===== config.mk =====
export PLATFORM = sky130hd
export DESIGN_NAME = hss_queue
export DESIGN_NICKNAME = d
export VERILOG_FILES = /design/src/design/hss_pkg.sv /design/src/design/hss_queue.sv
export SDC_FILE = /design/constraint.sdc
export NUM_CORES = 1
export LEC_CHECK = 0
export ABC_CLOCK_PERIOD_IN_PS = 1900
export BUFFER_PORTS_ARGS = -buffer_cell sky130_fd_sc_hd__buf_2
export CORE_MARGIN = 5
export CORE_UTILIZATION = 50
export DETAILED_ROUTE_END_ITERATION = 12
export PLACE_DENSITY_LB_ADDON = 0.08
export SETUP_SLACK_MARGIN = 0.5
export SLEW_MARGIN = 25
export SYNTH_ARGS = -nofsm -noshare
export SYNTH_HDL_FRONTEND = slang
export SYNTH_SLANG_ARGS = --single-unit

===== constraint.sdc =====
create_clock -name i_clk -period 1.9 [get_ports i_clk]
set_input_delay 0.475 -clock i_clk [delete_from_list [all_inputs] [get_ports i_clk]]
set_output_delay 0.475 -clock i_clk [all_outputs]
set_load 0.03 [all_outputs]

===== src/design/hss_pkg.sv =====
// Shared types and constants for the Horspool substring search block.
// Used by the front, queue, back and top-level modules; depends on nothing.
package hss_pkg;

    localparam int PATTERN_MAX_DEF = 64;
    localparam int TEXT_MAX_DEF    = 4096;
    localparam int POS_W           = 12;

    localparam logic OP_PATTERN = 1'b0;
    localparam logic OP_TEXT    = 1'b1;

    // One classified input item as it travels from the front to the back.
    typedef struct packed {
        logic       op;
        logic [7:0] data_byte;
        logic       last;
        logic       new_pattern;
        logic       need_build;
        logic       new_text;
    } t_item;

endpackage


===== src/design/hss_queue.sv =====
// Short FIFO of classified items between the front and the back end.
// Depends on hss_pkg for the item type.
module hss_queue (
    input  logic           i_clk,
    input  logic           i_rst_n,
    input  logic           i_push,
    input  hss_pkg::t_item i_item,
    output logic           o_full,
    input  logic           i_pop,
    output logic           o_valid,
    output hss_pkg::t_item o_item
);
    import hss_pkg::*;

    localparam int DEPTH = 4;
    localparam int AW    = $clog2(DEPTH);

    t_item         r_slot [DEPTH];
    logic [AW-1:0] r_wr_ptr;
    logic [AW-1:0] r_rd_ptr;
    logic [AW:0]   r_count;
    logic          do_pop;

    assign o_full  = (r_count == (AW+1)'(DEPTH));
    assign o_valid = (r_count != '0);
    assign o_item  = r_slot[r_rd_ptr];
    assign do_pop  = i_pop && o_valid;

    always_ff @(posedge i_clk) begin
        if (i_push) begin
            r_slot[r_wr_ptr] <= i_item;
        end
    end

    always_ff @(posedge i_clk) begin
        if (!i_rst_n) begin
            r_wr_ptr <= '0;
            r_rd_ptr <= '0;
            r_count  <= '0;
        end else begin
            if (i_push) begin
                r_wr_ptr <= r_wr_ptr + AW'(1);
            end
            if (do_pop) begin
                r_rd_ptr <= r_rd_ptr + AW'(1);
            end
            if (i_push && !do_pop) begin
                r_count <= r_count + (AW+1)'(1);
            end else if (!i_push && do_pop) begin
                r_count <= r_count - (AW+1)'(1);
            end
        end
    end

endmodule


After elaboration in Yosys (flattened, before gate mapping)

Memory sizes are Yosys's and may differ from the RTL's. A register that Yosys moved wholly into a read port is not among the register bits.
Index checks and enable logic that the tools add are counted.

Memory bits (writable): 52
Memories: 1
Output and inout bits: 15
Register bits after elaboration: 7
Logic and storage cells: 22

Memory list:

| memory | words | width | read ports | clocked after Yosys merged registers in | write ports | line            | source |
|---|---|---|---|---|---|---|---|
| r_slot | 4     | 13    | 1          | 1                                       | 1           | hss_queue.sv:18 | `t_item r_slot [DEPTH];` |

Reductions and logical operators: 7
Multiplexer cells: 6
Eq/ne operators: 1
Add/subtract/negate cells: 4

Operator list:

| kind                                             | number |
|---|---|
| two-way mux 3 bit                                | 2 |
| adder 2 x 1 -> 2 bit, second input constant      | 2 |
| two-way mux 2 bit                                | 2 |
| adder 3 x 1 -> 3 bit, second input constant      | 1 |
| equality test 3 bit, second input constant       | 1 |
| logical AND 1 bit                                | 3 |
| nonzero test 3 bit                               | 1 |
| subtractor 3 x 1 -> 3 bit, second input constant | 1 |
| logical NOT 1 bit                                | 2 |
| two-way mux 1 bit                                | 2 |
| nonzero test 2 bit                               | 1 |

Longest topological paths before layout

Gate-level depths: netlist of the first run.

Depth in word-level cells: 5
Mapped depth: 7
Gate-level depth less buffers: 7

Worst setup path before layout of the first run

No wires, ideal clock.

Path type: register to register
Start: register r_count[1]
End: register r_count[2]
Data required time: 1.830 ns
Clock period less this slack: 1.916 ns
Data arrival time: 1.846 ns
Cell stages (with the launch flop): 8
Slack: -0.016 ns
Cells stage by stage: dfxtp_1 o31ai_4 ha_1 inv_1 fa_1 xor2_1 or3_1 a21boi_1

Longest elaborated chain between the ends: 5

Ends and longest elaborated chain:

| what                                                              | line            | source |
|---|---|---|
| start, declared                                                   | hss_queue.sv:21 | `logic [AW:0] r_count;` |
| start signal, assigned                                            | hss_queue.sv:48 | `r_count <= r_count + (AW+1)'(1);` |
| start signal, assigned                                            | hss_queue.sv:50 | `r_count <= r_count - (AW+1)'(1);` |
| branches (longest 5 deep; another with subtractor 3 x 1 -> 3 bit) | n/a             |  |

Parallel ways; which one is timed is not known. The select of a mux whose other input is x is not followed.
A chain may end at the register's enable or synchronous reset.

==> results.cfg, run 1 <==
[critical_path]
reg2regPathDepth = 7
path_class = reg -> out
cpMaxStageDelayCell = mux4_2
end_kind = primary output
worstSetupStartpointType = flop
worstPathRequired_ns = 1.42
critPathArrivalTime_ns = 1.51
critPathBufInv = 2
worst_r2r_startpoint = r_count[1]
cp_max_fo = 7
r2r-end = r_count[2]
cp.depth = 3
endpoint = o_item[6]
critPathMaxStageDelay_ns = 0.51
r2r_slack_ns = 0.03
path_delay_family = multiplexers
crit_chain = buf_12, mux4_2, buf_6

[worst_hold_path]
worstHoldPathType = in -> reg

[detailed_routing]
drc = 0
wl_per_cell_um = 17.2
ant_nets = 0
vias_per_cell = 5.08
first_iter_violations = 52
vias = 1163
drt-pass1-iter-count = 4
drt_wl_total_um = 3950

[die]
initial_utilization = 0.506
die-height_um = 78.7
dieArea_um2 = 6190
fp.coreArea_um2 = 4660
io_pins = 32
die_x_um = 78.7
placementRows = 25

[synthesis]
yosysWarnings = 0
syn-num-nets = 133
synth_cells = 110
syn_area_um2 = 2360
synth-seq-cells = 61
synth_area_per_cell_um2 = 21.4
synth_cell_types = 20
yosysSeqAreaShare = 0.738

[clock_network]
clk_root_buffer_cell = clkbuf_8
cts.path.max_buffers = 2
h-tree-depth = 3
clock-sinks = 61
cts_buffers = 9
cts_tree = yes
clk_latency_ns = 0.33
holdBufCountCts = 0
clkSlewWorstSetupHoldPaths_ns = 0.06

[power_and_ir_drop]
clockPowerShare = 0.289
pwr-share-comb = 0.331
p_per_area_nw_per_um2 = 1410
ir_worst_vdd_mv = 0.939
pwr-share-seq = 0.380
p_int_w = 0.00318
swShare = 0.276
p_leak_nw = 1.14
finalPower_w = 0.00439
power.switching_w = 0.00121

[global_routing]
grt_overflow = 0
grt_pass1_wl_um = 6310
antenna_found_initial = 0
grt_util_all_layers = 0.146
grt_max_degree = 14
grt_pass1_vias = 1252

[placement]
place_ws_ns = -0.0524
place_congestion = 0.731
place_hpwl_um = 2600
io_buffers = 31

[sta]
period_needed_ns = 1.99
fmaxAchievable_mhz = 503
skew_ns = 0.00508
tns_ns = -0.952
finalHoldViolations = 0
max_slew.worst_pin.slew_ns = 0.261
slew_viol_final = 0
setup_viol = 13
whs_ns = 0.364
min_period_over_period = 1.05
rsz0062_at_grt = true
maxSlewHeadroom = 0.826
finalWorstSetupSlack_ns = -0.0878

[cells_and_area]
areaGrowthSynthToFinish_pct = 32.4
layout.nets = 193
drive_above_1_share = 0.526
antenna_cells = 0

[outcome]
violations = negative setup slack
status = finished with violations

[run]
cap_violations = 0
worst min-delay path by stage:
| stage | endpoint | start | cells past startpoint | slack [ns] |
|---|---|---|---|---|
| after global placement | r_count[2] | r_count[2] | 2 | 0.51 |
| after detailed placement | r_count[2] | r_count[2] | 2 | 0.53 |
| after floorplan | r_count[2] | r_count[2] | 2 | 0.50 |
| after CTS | r_slot[3][0] | i_item[0] | 1 | 0.34 |
| final | r_slot[0][4] | i_item[4] | 1 | 0.36 |
| after global routing | r_slot[3][0] | i_item[0] | 1 | 0.34 |
metrics by stage:
step,cell area (um^2),utilization,instances
5_1_grt,3120,0.670,229
3_3_place_gp,2670,0.572,203
2_1_floorplan,2360,-,110
4_1_cts,3080,0.662,227
6_report,3120,0.670,229
3_5_place_dp,2670,0.572,203
synthesized netlist by cell type (all sizes together):
| cell type | n | area [um^2] |
|---|---|---|
| edfxtp | 52 | 1560 |
| mux4 | 13 | 304 |
| and2 | 9 | 56.3 |
| dfxtp | 9 | 180 |
| ha | 5 | 62.6 |
| inv | 3 | 11.3 |
| xnor2 | 3 | 26.3 |
| buf | 2 | 16.3 |
| mux2i | 2 | 20.0 |
| nor2b | 2 | 12.5 |
| or3 | 2 | 12.5 |
| xor2 | 2 | 17.5 |
| a21boi | 1 | 7.51 |
| fa | 1 | 20.0 |
| nor3b | 1 | 7.51 |
| o21ai | 1 | 5.00 |
| o311ai | 1 | 16.3 |
| o31ai | 1 | 21.3 |
layout by cell type, fill, tap and decap left out, types with 2 or more instances in the layout:
master,n
mux2i_1,2
clkbuf_8,11
nor2b_1,2
inv_1,2
xnor2_1,3
buf_12,4
dfxtp_4,3
xor2_1,2
mux4_2,13
buf_2,16
clkinv_2,2
edfxtp_1,52
buf_4,13
buf_6,18
bufinv_16,2
and2_1,8
ha_1,4
dfxtp_1,5
power groups by stage:
stage          registers [W]  logic, W  clock network, W
5_1_grt              0.00168   0.00155           0.00138
3_3_place_gp         0.00176  0.000957                 0
3_5_place_dp         0.00176  0.000976                 0
4_1_cts              0.00167   0.00142           0.00131
6_report             0.00167   0.00146           0.00127
2_1_floorplan        0.00169  0.000783                 0
final cells by class:
type / count / area [um^2]
Inverter: 3 / 11.3
Sequential cell: 61 / 1750
Fill cell: 311 / 1540
Tap cell: 54 / 67.6
Multi-Input combinational cell: 44 / 604
Clock buffer: 12 / 155
Timing Repair Buffer: 51 / 460
Clock inverter: 4 / 70.1
sequential cells by signal (all words and copies together) (netlist names), named ones only:
signal,count
r_slot,52
r_rd_ptr,2
r_wr_ptr,2
r_count,3
cell families after synthesis:
group / Yosys count / share of synthesized area
flip-flops: 61 / 0.738
buffers and inverters: 5 / 0.0117
AO/OA/AOI/OAI: 4 / 0.0212
multiplexers: 15 / 0.137
adder cells (fa/ha/maj): 6 / 0.0350
AND/OR/NAND/NOR: 14 / 0.0377
XOR/XNOR: 5 / 0.0186
metal layers:
layer,part of all wire,global-route usage
met1,0.41,0.166
met3,0.040,0.0550
met4,0.013,0.0682
met5,0,0
met2,0.53,0.241
repair_timing:
action / in CTS / in global routing
setup endpoints to repair: 17 / 22
buffers inserted: 8 / 2
pin swaps: 6 / 4
hold endpoints to repair: 0 / 0
resized for setup: 34 / 6
Power figures use the tool's default switching activity.
==> run 2, diff against run 1 <==
- CORE_MARGIN: 5 -> 1
==> run 2 against run 1 <==
Via count rose by 1.2%. Total power fell by 6.1%. Critical endpoint unchanged. Utilization rose by 0.50 points. First-iteration DRC count rose by 17%. Setup slack improved by 0.0050 ns. Register-to-register slack barely moved. The flow finishes with violations (design-rule violations, negative setup slack). Non-clock buffer count fell by 4.
==> results.cfg, run 2 (same netlist as run 1, synthesis figures left out) <==
[cells_and_area]
final_common_cell = edfxtp_1
top_regs = r_slot (52), r_count (3)
final_area_um2 = 3000
areaGrowthSynthToFinish_pct = 27.2
final_cell_mix = edfxtp_1 (52), buf_2 (16), buf_6 (16)
layout.nets = 189
largest_reg_flops = 52
drive_above_1_share = 0.480
finalNonFillerCells = 223
fill_cells = 320
antenna_cells = 0
post-route-util = 0.675
top_register = r_slot

[critical_path]
critPathArrivalTime_ns = 1.51
path_delay_family = multiplexers
worstSetupStartpointType = flop
critPathBufInv = 2
crit_chain = buf_12, mux4_2, buf_6
cp_max_fo = 7
critPathMaxStageDelay_ns = 0.52
path_class = reg -> out
end_kind = primary output
cpMaxStageDelayCell = mux4_2
worstPathRequired_ns = 1.42

[sta]
finalHoldViolations = 0
maxSlewHeadroom = 0.822
skew_ns = 0.00466
setup_viol = 13
period_needed_ns = 1.98
max_slew.worst_pin.slew_ns = 0.267
fmaxAchievable_mhz = 504
whs_ns = 0.354
slew_viol_final = 0
min_period_over_period = 1.04
rsz0062_at_grt = true
finalWorstSetupSlack_ns = -0.0828

[clock_network]
h-tree-depth = 3
clock-sinks = 61
holdBufCountCts = 0
clkSlewWorstSetupHoldPaths_ns = 0.06
cts_buffers = 9
cts.path.max_buffers = 2
cts_tree = yes
clk_root_buffer_cell = clkbuf_8
clk_latency_ns = 0.33

[global_routing]
gr-max-usage-layer = met2
antenna_found_initial = 0
use_met3 = 0.0541
grt_overflow = 0
grt_util_all_layers = 0.182
grt_pass1_vias = 1234
grt_max_degree = 14
grtUsageMet2 = 0.276
grtUsageMet1 = 0.233
grt_pass1_wl_um = 6310

[detailed_routing]
vias_per_cell = 5.28
vias = 1177
wl_per_cell_um = 17.1
first_iter_violations = 61
drc = 6
drt-pass1-iter-count = 8
ant_nets = 0
drt_wl_total_um = 3820

[die]
fp.coreArea_um2 = 4440
io_pins = 32
die_x_um = 70.7
placementRows = 24
die-height_um = 70.7
initial_utilization = 0.531
dieArea_um2 = 5000

[power_and_ir_drop]
power.switching_w = 0.00118
ir_worst_vdd_mv = 0.721
swShare = 0.285
pwr-share-comb = 0.336
p_int_w = 0.00295
clockPowerShare = 0.263
p_per_area_nw_per_um2 = 1370
p_leak_nw = 1.08
finalPower_w = 0.00412
pwr-share-seq = 0.401

[placement]
place_area_um2 = 2630
io_buffers = 31
place_congestion = 0.812
place_hpwl_um = 2340
dp_cells = 200

[worst_hold_path]
worstHoldPathType = in -> reg

[outcome]
violations = design-rule violations, negative setup slack
status = finished with violations

[run]
cap_violations = 0
run 2: cell count changes in the layout (fill, tap and decap cells not counted), moves of 2 or more:
cell      before  now
clkbuf_1       1    4
buf_12         4    1
buf_6         18   16
clkinv_2       2    0
run 2: through the flow:
step	setup slack (ns)	TNS, ns
CTS	-0.104	-1.18
global placement	0.0171	0
finish	-0.0828	-0.904
floorplan	0.0859	0
global route	-0.129	-1.59
detailed placement	-0.0506	-0.0506
run 2: power groups by stage:
stage	Combinational, W	Sequential, W	Clock (W)
detailed placement	0.000957	0.00177	0
finish	0.00139	0.00165	0.00108
CTS	0.00138	0.00165	0.00111
floorplan	0.000783	0.00169	0
global placement	0.000942	0.00175	0
global route	0.00148	0.00166	0.00116
run 2: what timing repair did:
item / in CTS / in global routing
pin swaps: 4 / 3
setup buffers: 7 / 0
endpoints found under the setup margin: 17 / 17
gates cloned: 0 / 0
gates resized for setup: 34 / 2
run 2: final timing paths:
kind	from	to	slack, ns	cells after the start
max reg2reg	r_count[0]	r_count[2]	0.04	7
max	flop	o_item[6]	-0.08	3
min	i_item[0]	r_slot[2][0]	0.35	1
min reg2reg	r_count[2]	r_count[2]	0.54	2
run 2: final cells by class:
class | instances | area (um^2) | area share
clock buffers | 14 | 153 | 0.0509
clock inverters | 2 | 33.8 | 0.0113
inverters | 3 | 11.3 | 0.00375
multi-input cells | 44 | 593 | 0.198
flip-flops and latches | 61 | 1750 | 0.584
well taps | 52 | 65.1 | 0.0217
repair buffers | 47 | 393 | 0.131
run 2: routing by layer:
metal,share of wire,wire [um],up-vias
met5,0,0,-
met1,0.42,1620,587
met2,0.50,1910,33
met3,0.052,198,7
met4,0.024,91,0
li1,-,-,550
