--- config.mk ---
export PLATFORM = sky130hd
export DESIGN_NAME = hss_front
export DESIGN_NICKNAME = d
export VERILOG_FILES = /design/src/design/hss_pkg.sv /design/src/design/hss_front.sv
export SDC_FILE = /design/constraint.sdc
export NUM_CORES = 1
export LEC_CHECK = 0
export BUFFER_PORTS_ARGS = -buffer_cell sky130_fd_sc_hd__buf_4
export CELL_PAD_IN_SITES_DETAIL_PLACEMENT = 1
export CELL_PAD_IN_SITES_GLOBAL_PLACEMENT = 2
export CORE_MARGIN = 2
export CORE_UTILIZATION = 11
export CTS_BUF_LIST = sky130_fd_sc_hd__clkbuf_16
export DETAILED_ROUTE_END_ITERATION = 6
export GPL_TIMING_DRIVEN = 1
export PLACE_DENSITY_LB_ADDON = 0.12
export SYNTH_ARGS = -nofsm -noshare
export SYNTH_HDL_FRONTEND = slang
export SYNTH_SLANG_ARGS = --single-unit
--- constraint.sdc ---
create_clock -name i_clk -period 0.88 [get_ports i_clk]
set_input_delay 0 -clock i_clk [delete_from_list [all_inputs] [get_ports i_clk]]
set_output_delay 0 -clock i_clk [all_outputs]
set_load 0.05 [all_outputs]
--- src/design/hss_pkg.sv ---
// Shared types and constants for the Horspool substring search block.
// Used by the front, queue, back and top-level modules; depends on nothing.
package hss_pkg;

    localparam int PATTERN_MAX_DEF = 64;
    localparam int TEXT_MAX_DEF    = 4096;
    localparam int POS_W           = 12;

    localparam logic OP_PATTERN = 1'b0;
    localparam logic OP_TEXT    = 1'b1;

    // One classified input item as it travels from the front to the back.
    typedef struct packed {
        logic       op;
        logic [7:0] data_byte;
        logic       last;
        logic       new_pattern;
        logic       need_build;
        logic       new_text;
    } t_item;

endpackage

--- src/design/hss_front.sv ---
// Front end of the substring search: accepts input transactions and classifies them.
// Depends on hss_pkg for the item type and op codes.
module hss_front (
    input  logic          i_clk,
    input  logic          i_rst_n,
    input  logic          i_valid,
    input  logic          i_op,
    input  logic [7:0]    i_data_byte,
    input  logic          i_last,
    output logic          o_stall,
    output logic          o_push,
    output hss_pkg::t_item o_item,
    input  logic          i_full
);
    import hss_pkg::*;

    logic r_pattern_closed;
    logic r_text_closed;

    assign o_stall = i_full;
    assign o_push  = i_valid && !i_full;

    always_comb begin
        o_item.op          = i_op;
        o_item.data_byte   = i_data_byte;
        o_item.last        = i_last;
        o_item.new_pattern = (i_op == OP_PATTERN) && r_pattern_closed;
        o_item.need_build  = (i_op == OP_TEXT) && !r_pattern_closed;
        o_item.new_text    = (i_op == OP_TEXT) && r_text_closed;
    end

    // Track string boundaries so the back end is told where each string starts.
    always_ff @(posedge i_clk) begin
        if (!i_rst_n) begin
            r_pattern_closed <= 1'b1;
            r_text_closed    <= 1'b1;
        end else if (o_push) begin
            if (i_op == OP_PATTERN) begin
                r_pattern_closed <= i_last;
                if (r_pattern_closed) begin
                    r_text_closed <= 1'b1;
                end
            end else begin
                r_pattern_closed <= 1'b1;
                r_text_closed    <= i_last;
            end
        end
    end

endmodule

# Word level (Yosys, flattened, before mapping)
# Index checks and enable logic that the tools add are counted.
# classes
mux	3
bitwise	1
reduce_logical	8
# op_table
cell	count
logical AND 1 bit	4
two-way mux 1 bit	3
logical NOT 1 bit	2
AND reduction 2 bit	1
nonzero test 2 bit	1
inverter 1 bit	1
# totals
register_bits	2
inputBits	14
out_inout_bits	15
wordCells	14

# Depth between registers and ports, before layout
# Gate-level depths: netlist (run 1).
# logic_depth
ltp_word	3
depth_mapped	3
depth_no_buf	3

# Worst setup path after synthesis (run 1)
# OpenSTA, ideal clock, no wires.
# synth_path
kind	register to register
from	register r_pattern_closed
to	register r_text_closed
t_arrival_ps	692
required_ps	764
setup_slack_ps	72
stages_incl_launch_ff	4
n_path_buf	0
period_less_slack_ps	808
cell_sequence	dfxtp_1 or2_0 a21oi_1 o21ai_1
# synth_between
elab_chain_len	2
# synth_rtl
element	line_no	rtl
start, declared	hss_front.sv:17	logic r_pattern_closed;
start signal, assigned	hss_front.sv:39	r_pattern_closed <= i_last;
nonzero test 2 bit (no source line)	n/a	
AND reduction 2 bit (no source line)	n/a	
end signal, assigned	hss_front.sv:45	r_text_closed <= i_last;
end, declared	hss_front.sv:18	logic r_text_closed;
# Every way passes these cells.
# A chain may end at the register's enable or synchronous reset.

==> reports/metrics.yaml, run 1 <==
global_routing:
  grt_max_degree: 8
  gr-usage-met2: 0.0778
  grt_pass1_wl_um: 800
  busiest_layer: "met2"
  met1_usage: 0.0462
  first_global_vias: 171
  grt_antenna_before_repair: 0
  grt-ovfl-total: 0
  grt_use_met3: 0.0510
  grt.total_usage: 0.0580
cells_and_area:
  num_antenna_cells: 0
  drive_gt1_frac: 0.655
  final_cell_mix: "buf_4 (9), clkbuf_16 (3), buf_6 (3)"
  final_nets: 45
  multiInputGateArea_um2: 82.6
  fin_cells: 54
  design_area_um2: 342
  regArea_um2: 41.3
  synthToLayoutAreaGrowth_pct: 71.7
  final_util: 0.200
  fill_cells: 204
  final_common_cell: "buf_4"
logic_synthesis:
  synth_area_leaders: "buf_4 (42%), dfxtp_1 (20%), and2b_1 (7.5%)"
  postSynthCellCount: 24
  syn_nets: 38
  yosysTopAreaCell: "buf_4"
  ys_seq_area_frac: 0.201
  ys_ff_latch: 2
  ys_types: 11
  synth_area_per_cell_um2: 8.29
  synth_top_area_frac: 0.415
  syn_area_um2: 199
  synth_warnings: 0
clock_network:
  cts_tree: "done"
  postCtsSetupBuffers: 0
  clock_path_buffers: 2
  htree_num_levels: 1
  clk_latency_ns: 0.22
  numCtsBuffers: 3
  clock-root-buffer: "clkbuf_16"
  numClockSinks: 2
  path_clk_slew_ns: 0.03
routing:
  drt_first_pass_iters: 1
  ant_nets: 0
  dr.first_iter.drc_count: 0
  avgRoutedWirePerCell_um: 10.4
  wirelength_um: 560
  drc: 0
  via_per_inst: 2.96
  vias: 160
place:
  placed_cells: 51
  port_buffers: 12
  place_hpwl_um: 497
  place_area_um2: 245
  gp_congestion: 0.571
die:
  rows: 15
  die_x_um: 46.5
  core_area_um2: 1710
  die_y_um: 46.5
  ios: 29
  die_area_um2: 2160
  start_util: 0.116
run_status:
  violations: "setup timing"
  status: "finished, violations left"
timing:
  fin_crit_ns: 0.884
  setup_tns_ns: -0.00429
  fmax_ghz: 1.13
  finalHoldViolations: 0
  slew_viol_final: 0
  finalWorstSetupSlack_ns: -0.00429
  slew_headroom: 0.877
  tightest_slew_ns: 0.184
  setup_violations: 1
  fin_crit_sh: 1.00
  rsz0062_at_grt: "true"
  fin_skew_ns: 0.000777
flow_run:
  max-cap-violations: 0
power_and_ir_drop:
  power.density_nw_per_um2: 2670
  peakVddDrop_uv: 742
  p_leak_nw: 0.156
setup_path:
  arrival_ns: 0.88
  rr_worst_depth: 3
  crit_buf_inv: 1
  path_cells: "and2b_1 > buf_6"
  crit_family: "flip-flops"
  worstReg2RegStart: "r_pattern_closed"
  cp.depth: 2
  path_class: "flop to output port"
  start_kind: "flop"
  r2r-end: "r_text_closed"
  path_max_fanout: 4
  reg2reg_slack_ns: 0.06
  cp_slowest_cell: "dfxtp_2"
  max_stage_delay_ns: 0.32
  cp-end-kind: "output port"
  crit_required_ns: 0.88
min_path:
  min_to: "o_item[6]"
  hold_depth: 0
  hold_class: "input pin to output port"
  min-delay-start: "i_data_byte[2]"
[state kept, by name (all words and copies together), names as in the netlist]
signal	count
r_pattern_closed	1
r_text_closed	1
[repair_timing]
action	CTS	global route
pin swaps	0	2
hold buffers	1	0
setup endpoints to repair	2	3
resized for setup	2	5
endpoints found under the hold margin	2	0
[layout make-up]
type | count | area share
tap | 25 | 0.0916
clock buffer | 3 | 0.220
multi-input combinational | 11 | 0.242
sequential | 2 | 0.121
timing repair buffer | 13 | 0.326
[cell families (layout without fill, tap and decap cells)]
group                  after synthesis  after routing  share of synthesized area
DFF                                  2              2                      0.201
AOI/OAI and AO/OA                    3              3                     0.0754
buffers and inverters               11             16                      0.415
and+or+nand+nor                      8              8                      0.308
[metal layers]
metal / part of all wire / vias to the layer above
met2: 0.50 / 16
met1: 0.28 / 68
met5: 0 / -
li1: - / 76
met3: 0.21 / 0
met4: 0 / 0
[per-stage QoR]
| step | hold slack, ns | total power, mW | setup WS [ns] |
|---|---|---|---|
| floorplan | 0.0642 | 0.281 | 0.0718 |
| global placement | 0.000950 | 0.227 | 0.0395 |
| detailed placement | 0.000950 | 0.227 | 0.0448 |
| CTS | 0.000950 | 0.920 | -0.0152 |
| global route | 0.000234 | 0.947 | -0.0393 |
| finish | 0.000472 | 0.912 | -0.00429 |
[cells in the mapped netlist]
cell / count
buf_4: 11
nor2b_4: 1
or2_0: 1
o21ai_1: 2
nor3b_1: 1
and2b_1: 2
dfxtp_1: 2
and3b_1: 1
nor2_1: 1
a21oi_1: 1
and2_1: 1
[report_power, final]
part           total [mW]  internal [mW]  switching (mW)
Clock               0.677          0.578          0.0993
Combinational       0.138         0.0558          0.0823
Sequential         0.0966         0.0945         0.00204
[worst max path at each step]
stage	from	end	slack [ns]
floorplan	r_pattern_closed	r_text_closed	0.07
global placement	r_pattern_closed	r_text_closed	0.04
detailed placement	r_pattern_closed	r_text_closed	0.04
CTS	r_pattern_closed	o_item[1]	-0.02
global route	r_pattern_closed	o_item[1]	-0.04
finish	r_pattern_closed	o_item[1]	-0.004
(Power assumes the default switching activity.)
==> run 2: changes to the inputs <==
GPL_TIMING_DRIVEN = unset   (was 1)
MAX_ROUTING_LAYER = met4   (was unset)
SKIP_CTS_REPAIR_TIMING = 1   (was unset)
==> reports/metrics.yaml, run 2 (synthesized netlist as in run 1, its figures left out) <==
place:
  place_area_um2: 245  # unchanged
  port_buffers: 12  # unchanged
  place_hpwl_um: 497  # unchanged
  gp_congestion: 0.574  # +0.47%
  post-place-ws_ns: 0.0448  # unchanged
die:
  ios: 29  # unchanged
  start_util: 0.116  # unchanged
  core_area_um2: 1710  # unchanged
  die_area_um2: 2160  # unchanged
  rows: 15  # unchanged
  die_y_um: 46.5  # unchanged
  die_x_um: 46.5  # unchanged
routing:
  dr.first_iter.drc_count: 0  # unchanged
  vias: 169  # +5.6%
  top_layer: "met3"
  drc: 0  # unchanged
  met1_length_um: 162  # +1.9%
  wirelength_um: 569  # +1.6%
  ant_nets: 0  # unchanged
  avgRoutedWirePerCell_um: 10.2  # -2.0%
  via_per_inst: 3.02  # +1.9%
  drt_first_pass_iters: 1  # unchanged
  wl_met2_um: 288  # +2.1%
  route.met3.wl_um: 118  # unchanged
cells_and_area:
  multiInputGateArea_um2: 82.6  # unchanged
  regArea_um2: 41.3  # unchanged
  synthToLayoutAreaGrowth_pct: 81.1
  final_common_cell: "buf_4"
  final_nets: 47  # +4.4%
  design_area_um2: 360  # +5.5%
  fill_cells: 204  # unchanged
  reg_top3: "r_pattern_closed (1), r_text_closed (1)"
  final_cell_mix: "buf_4 (10), buf_6 (4), clkbuf_16 (3)"
  num_antenna_cells: 0  # unchanged
  final_util: 0.211  # +0.0110
  drive_gt1_frac: 0.677  # +0.0222
timing:
  rsz0062_at_grt: "true"
  slew_headroom: 0.877  # about the same
  setup_violations: 2  # +1
  tightest_slew_ns: 0.184  # -0.00000238 ns
  finalHoldViolations: 0  # unchanged
  fin_crit_sh: 1.11  # +0.105
  fmax_ghz: 1.02  # -9.5%
  whs_ns: 0.000472  # unchanged
  fin_crit_ns: 0.977  # +0.0928 ns
  fin_skew_ns: 0.000777  # unchanged
  finalWorstSetupSlack_ns: -0.0971  # -0.0928 ns
  slew_viol_final: 0  # unchanged
clock_network:
  numClockSinks: 2  # unchanged
  cts_tree: "done"
  htree_num_levels: 1  # unchanged
  clk_latency_ns: 0.22  # about the same
  clock-root-buffer: "clkbuf_16"
  path_clk_slew_ns: 0.03  # about the same
  clock_path_buffers: 2  # unchanged
  numCtsBuffers: 3  # unchanged
global_routing:
  grt_max_degree: 8  # unchanged
  grt.total_usage: 0.0597  # +0.00166
  grt_antenna_before_repair: 0  # unchanged
  grt-ovfl-total: 0  # unchanged
  first_global_vias: 170  # -0.58%
  grt_pass1_wl_um: 800  # unchanged
run_status:
  status: "finished, violations left"
  violations: "setup timing"
flow_run:
  max-cap-violations: 0  # unchanged
min_path:
  hold_class: "input pin to output port"
power_and_ir_drop:
  peakVddDrop_uv: 742  # about the same
  p_leak_nw: 0.166  # +6.4%
  totalPowerFinal_uw: 916  # +0.52%
  power.density_nw_per_um2: 2540  # -4.7%
setup_path:
  path_class: "flop to output port"
  start_kind: "flop"
  arrival_ns: 0.98  # +0.10 ns
  crit_required_ns: 0.88  # about the same
  path_max_fanout: 3  # -1
  cp-end-kind: "output port"
-- run 2: cell count changes in the layout (fill, tap and decap cells not counted) --
cell   delta
buf_6     +1
buf_4     +1
-- run 2: worst paths after layout --
check                           slack [ns]        startpoint            end  depth (start not counted)
worst max-delay path                  -0.1  r_pattern_closed      o_item[1]                          3
worst min register to register        0.51     r_text_closed  r_text_closed                          2
worst min-delay path                0.0005    i_data_byte[2]      o_item[6]                          0
worst max register to register        0.06  r_pattern_closed  r_text_closed                          3
-- run 2: layer usage --
metal / up-vias / GRT usage
li1: 80 / -
met1: 73 / 0.0485
met2: 16 / 0.0750
met3: 0 / 0.0510
met4: 0 / 0.0686
met5: - / -
-- run 2: per-stage QoR --
| stage | setup TNS, ns | instances |
|---|---|---|
| global placement | 0 | 51 |
| detailed placement | 0 | 51 |
| finish | -0.150 | 56 |
| global route | -0.207 | 56 |
| CTS | -0.235 | 54 |
| floorplan | 0 | 24 |
-- run 2: critical path, cell delays in order (launching register included) --
cell	delay (ns)
dfxtp_2	0.31
buf_6	0.11
and2b_1	0.19
buf_6	0.15
-- run 2: layout make-up --
| class | count | area share |
|---|---|---|
| Tap cell | 25 | 0.0868 |
| Clock buffer | 3 | 0.208 |
| Timing Repair Buffer | 15 | 0.361 |
| Sequential cell | 2 | 0.115 |
| Multi-Input combinational cell | 11 | 0.229 |
-- run 2: report_power, final --
group	total [mW]	switching, mW	internal, mW
logic	0.143	0.0835	0.0597
registers	0.0962	0.00169	0.0945
clock network	0.677	0.0993	0.578
==> run 3: changes to the inputs <==
REMOVE_ABC_BUFFERS = 1   (was unset)
==> reports/metrics.yaml, run 3 (synthesized netlist as in run 1, its figures left out) <==
run_status:
  status: "finished, violations left"
  violations: "setup timing"
setup_path:
  path_max_fanout: 3  # unchanged
  arrival_ns: 0.98  # about the same
  max_stage_delay_ns: 0.31  # about the same
  start_kind: "flop"
  crit_family: "flip-flops"
  cp_slowest_cell: "dfxtp_2"
  critPathMostFrequentCell: "buf_6"
  crit_required_ns: 0.88  # about the same
  path_cells: "buf_6 > and2b_1 > buf_6"
  path_class: "flop to output port"
  cp-end-kind: "output port"
  crit_buf_inv: 2  # unchanged
power_and_ir_drop:
  clockPowerShare: 0.742  # +0.003
  power_frac_comb: 0.152  # -0.004
  power.density_nw_per_um2: 2590  # +1.7%
  peakVddDrop_uv: 838  # +13%
  p_leak_nw: 0.162  # -2.1%
  p_seq_frac: 0.105  # about the same
  p_sw_uw: 185  # about the same
  p_int_uw: 728  # -0.56%
  p_sw_frac: 0.202  # +0.000977
timing:
  fin_crit_sh: 1.11  # +0.00432
  finalWorstSetupSlack_ns: -0.101  # -0.00380 ns
  setup_tns_ns: -0.163  # -0.0130 ns
  slew_viol_final: 0  # unchanged
  fin_crit_ns: 0.981  # +0.00380 ns
  finalHoldViolations: 0  # unchanged
  slew_headroom: 0.877  # about the same
  rsz0062_at_grt: "true"
  tightest_slew_ns: 0.183  # -0.000348 ns
  fmax_ghz: 1.02  # -0.39%
  fin_skew_ns: 0.000866  # +0.0000897 ns
  setup_violations: 2  # unchanged
routing:
  dr.first_iter.drc_count: 0  # unchanged
  drc: 0  # unchanged
  vias: 177  # +4.7%
  drt_first_pass_iters: 1  # unchanged
  avgRoutedWirePerCell_um: 9.43  # -7.2%
  wirelength_um: 528  # -7.2%
  ant_nets: 0  # unchanged
  via_per_inst: 3.16  # +4.7%
cells_and_area:
  final_nets: 47  # unchanged
  drive_gt1_frac: 0.645  # -0.0323
  final_cell_mix: "buf_4 (11), clkbuf_16 (3), buf_6 (3)"
  design_area_um2: 353  # -2.1%
  num_antenna_cells: 0  # unchanged
  final_util: 0.207  # -0.00440
  reg_top3: "r_pattern_closed (1), r_text_closed (1)"
  fin_cells: 56  # unchanged
  final_common_cell: "buf_4"
  synthToLayoutAreaGrowth_pct: 77.4
  fill_cells: 201  # -1.5%
clock_network:
  clock-root-buffer: "clkbuf_16"
  clock_path_buffers: 2  # unchanged
  clk_latency_ns: 0.22  # about the same
  htree_num_levels: 1  # unchanged
  numClockSinks: 2  # unchanged
  numCtsBuffers: 3  # unchanged
  path_clk_slew_ns: 0.03  # about the same
  cts_tree: "done"
global_routing:
  grt_antenna_before_repair: 0  # unchanged
  grt.total_usage: 0.0573  # -0.00241
  grt-ovfl-total: 0  # unchanged
  grt_max_degree: 8  # unchanged
  grt_pass1_wl_um: 759  # -5.1%
  first_global_vias: 186  # +9.4%
die:
  core_area_um2: 1710  # unchanged
  rows: 15  # unchanged
  die_y_um: 46.5  # unchanged
  die_x_um: 46.5  # unchanged
  ios: 29  # unchanged
  start_util: 0.116  # unchanged
  die_area_um2: 2160  # unchanged
place:
  placed_cells: 51  # unchanged
  port_buffers: 12  # unchanged
  place_area_um2: 245  # unchanged
  gp_congestion: 0.581  # +1.3%
flow_run:
  max-cap-violations: 0  # unchanged
min_path:
  hold_class: "input pin to output port"
[run 3: final timing paths]
path / slack [ns] / cells past startpoint / endpoint / startpoint
worst min-delay path: 0.0004 / 0 / o_item[4] / i_data_byte[0]
worst min register to register: 0.50 / 2 / r_text_closed / r_text_closed
worst max-delay path: -0.10 / 3 / o_item[1] / r_pattern_closed
worst max register to register: 0.05 / 3 / r_text_closed / r_pattern_closed
[run 3: power by group through the flow]
stage | Combinational (mW) | Clock, mW | Sequential (mW)
3_5_place_dp | 0.130 | 0 | 0.0967
2_1_floorplan | 0.0497 | 0 | 0.0965
5_1_grt | 0.147 | 0.691 | 0.0963
4_1_cts | 0.130 | 0.687 | 0.0956
3_3_place_gp | 0.130 | 0 | 0.0966
6_report | 0.139 | 0.677 | 0.0960
[run 3: stage by stage]
step	setup slack (ns)	hold WS (ns)	power (mW)
2_1_floorplan	0.0718	0	0.146
3_3_place_gp	0.0395	0.000370	0.227
3_5_place_dp	0.0302	0.000370	0.227
4_1_cts	-0.144	-0.0357	0.913
5_1_grt	-0.125	0.000287	0.935
6_report	-0.101	0.000368	0.912
[run 3: area by class of cell]
type / instances / area (um^2) / share of cell area
Tap cell: 25 / 31.3 / 0.0887
Multi-Input combinational cell: 11 / 78.8 / 0.223
Clock buffer: 3 / 75.1 / 0.213
Sequential cell: 2 / 41.3 / 0.117
Timing Repair Buffer: 15 / 126 / 0.358
[run 3: routing by layer]
layer / up-vias / share of wire / track usage
li1: 80 / - / -
met1: 77 / 0.34 / 0.0440
met2: 20 / 0.47 / 0.0639
met3: 0 / 0.19 / 0.0627
met4: 0 / 0 / 0.0686
met5: - / 0 / -
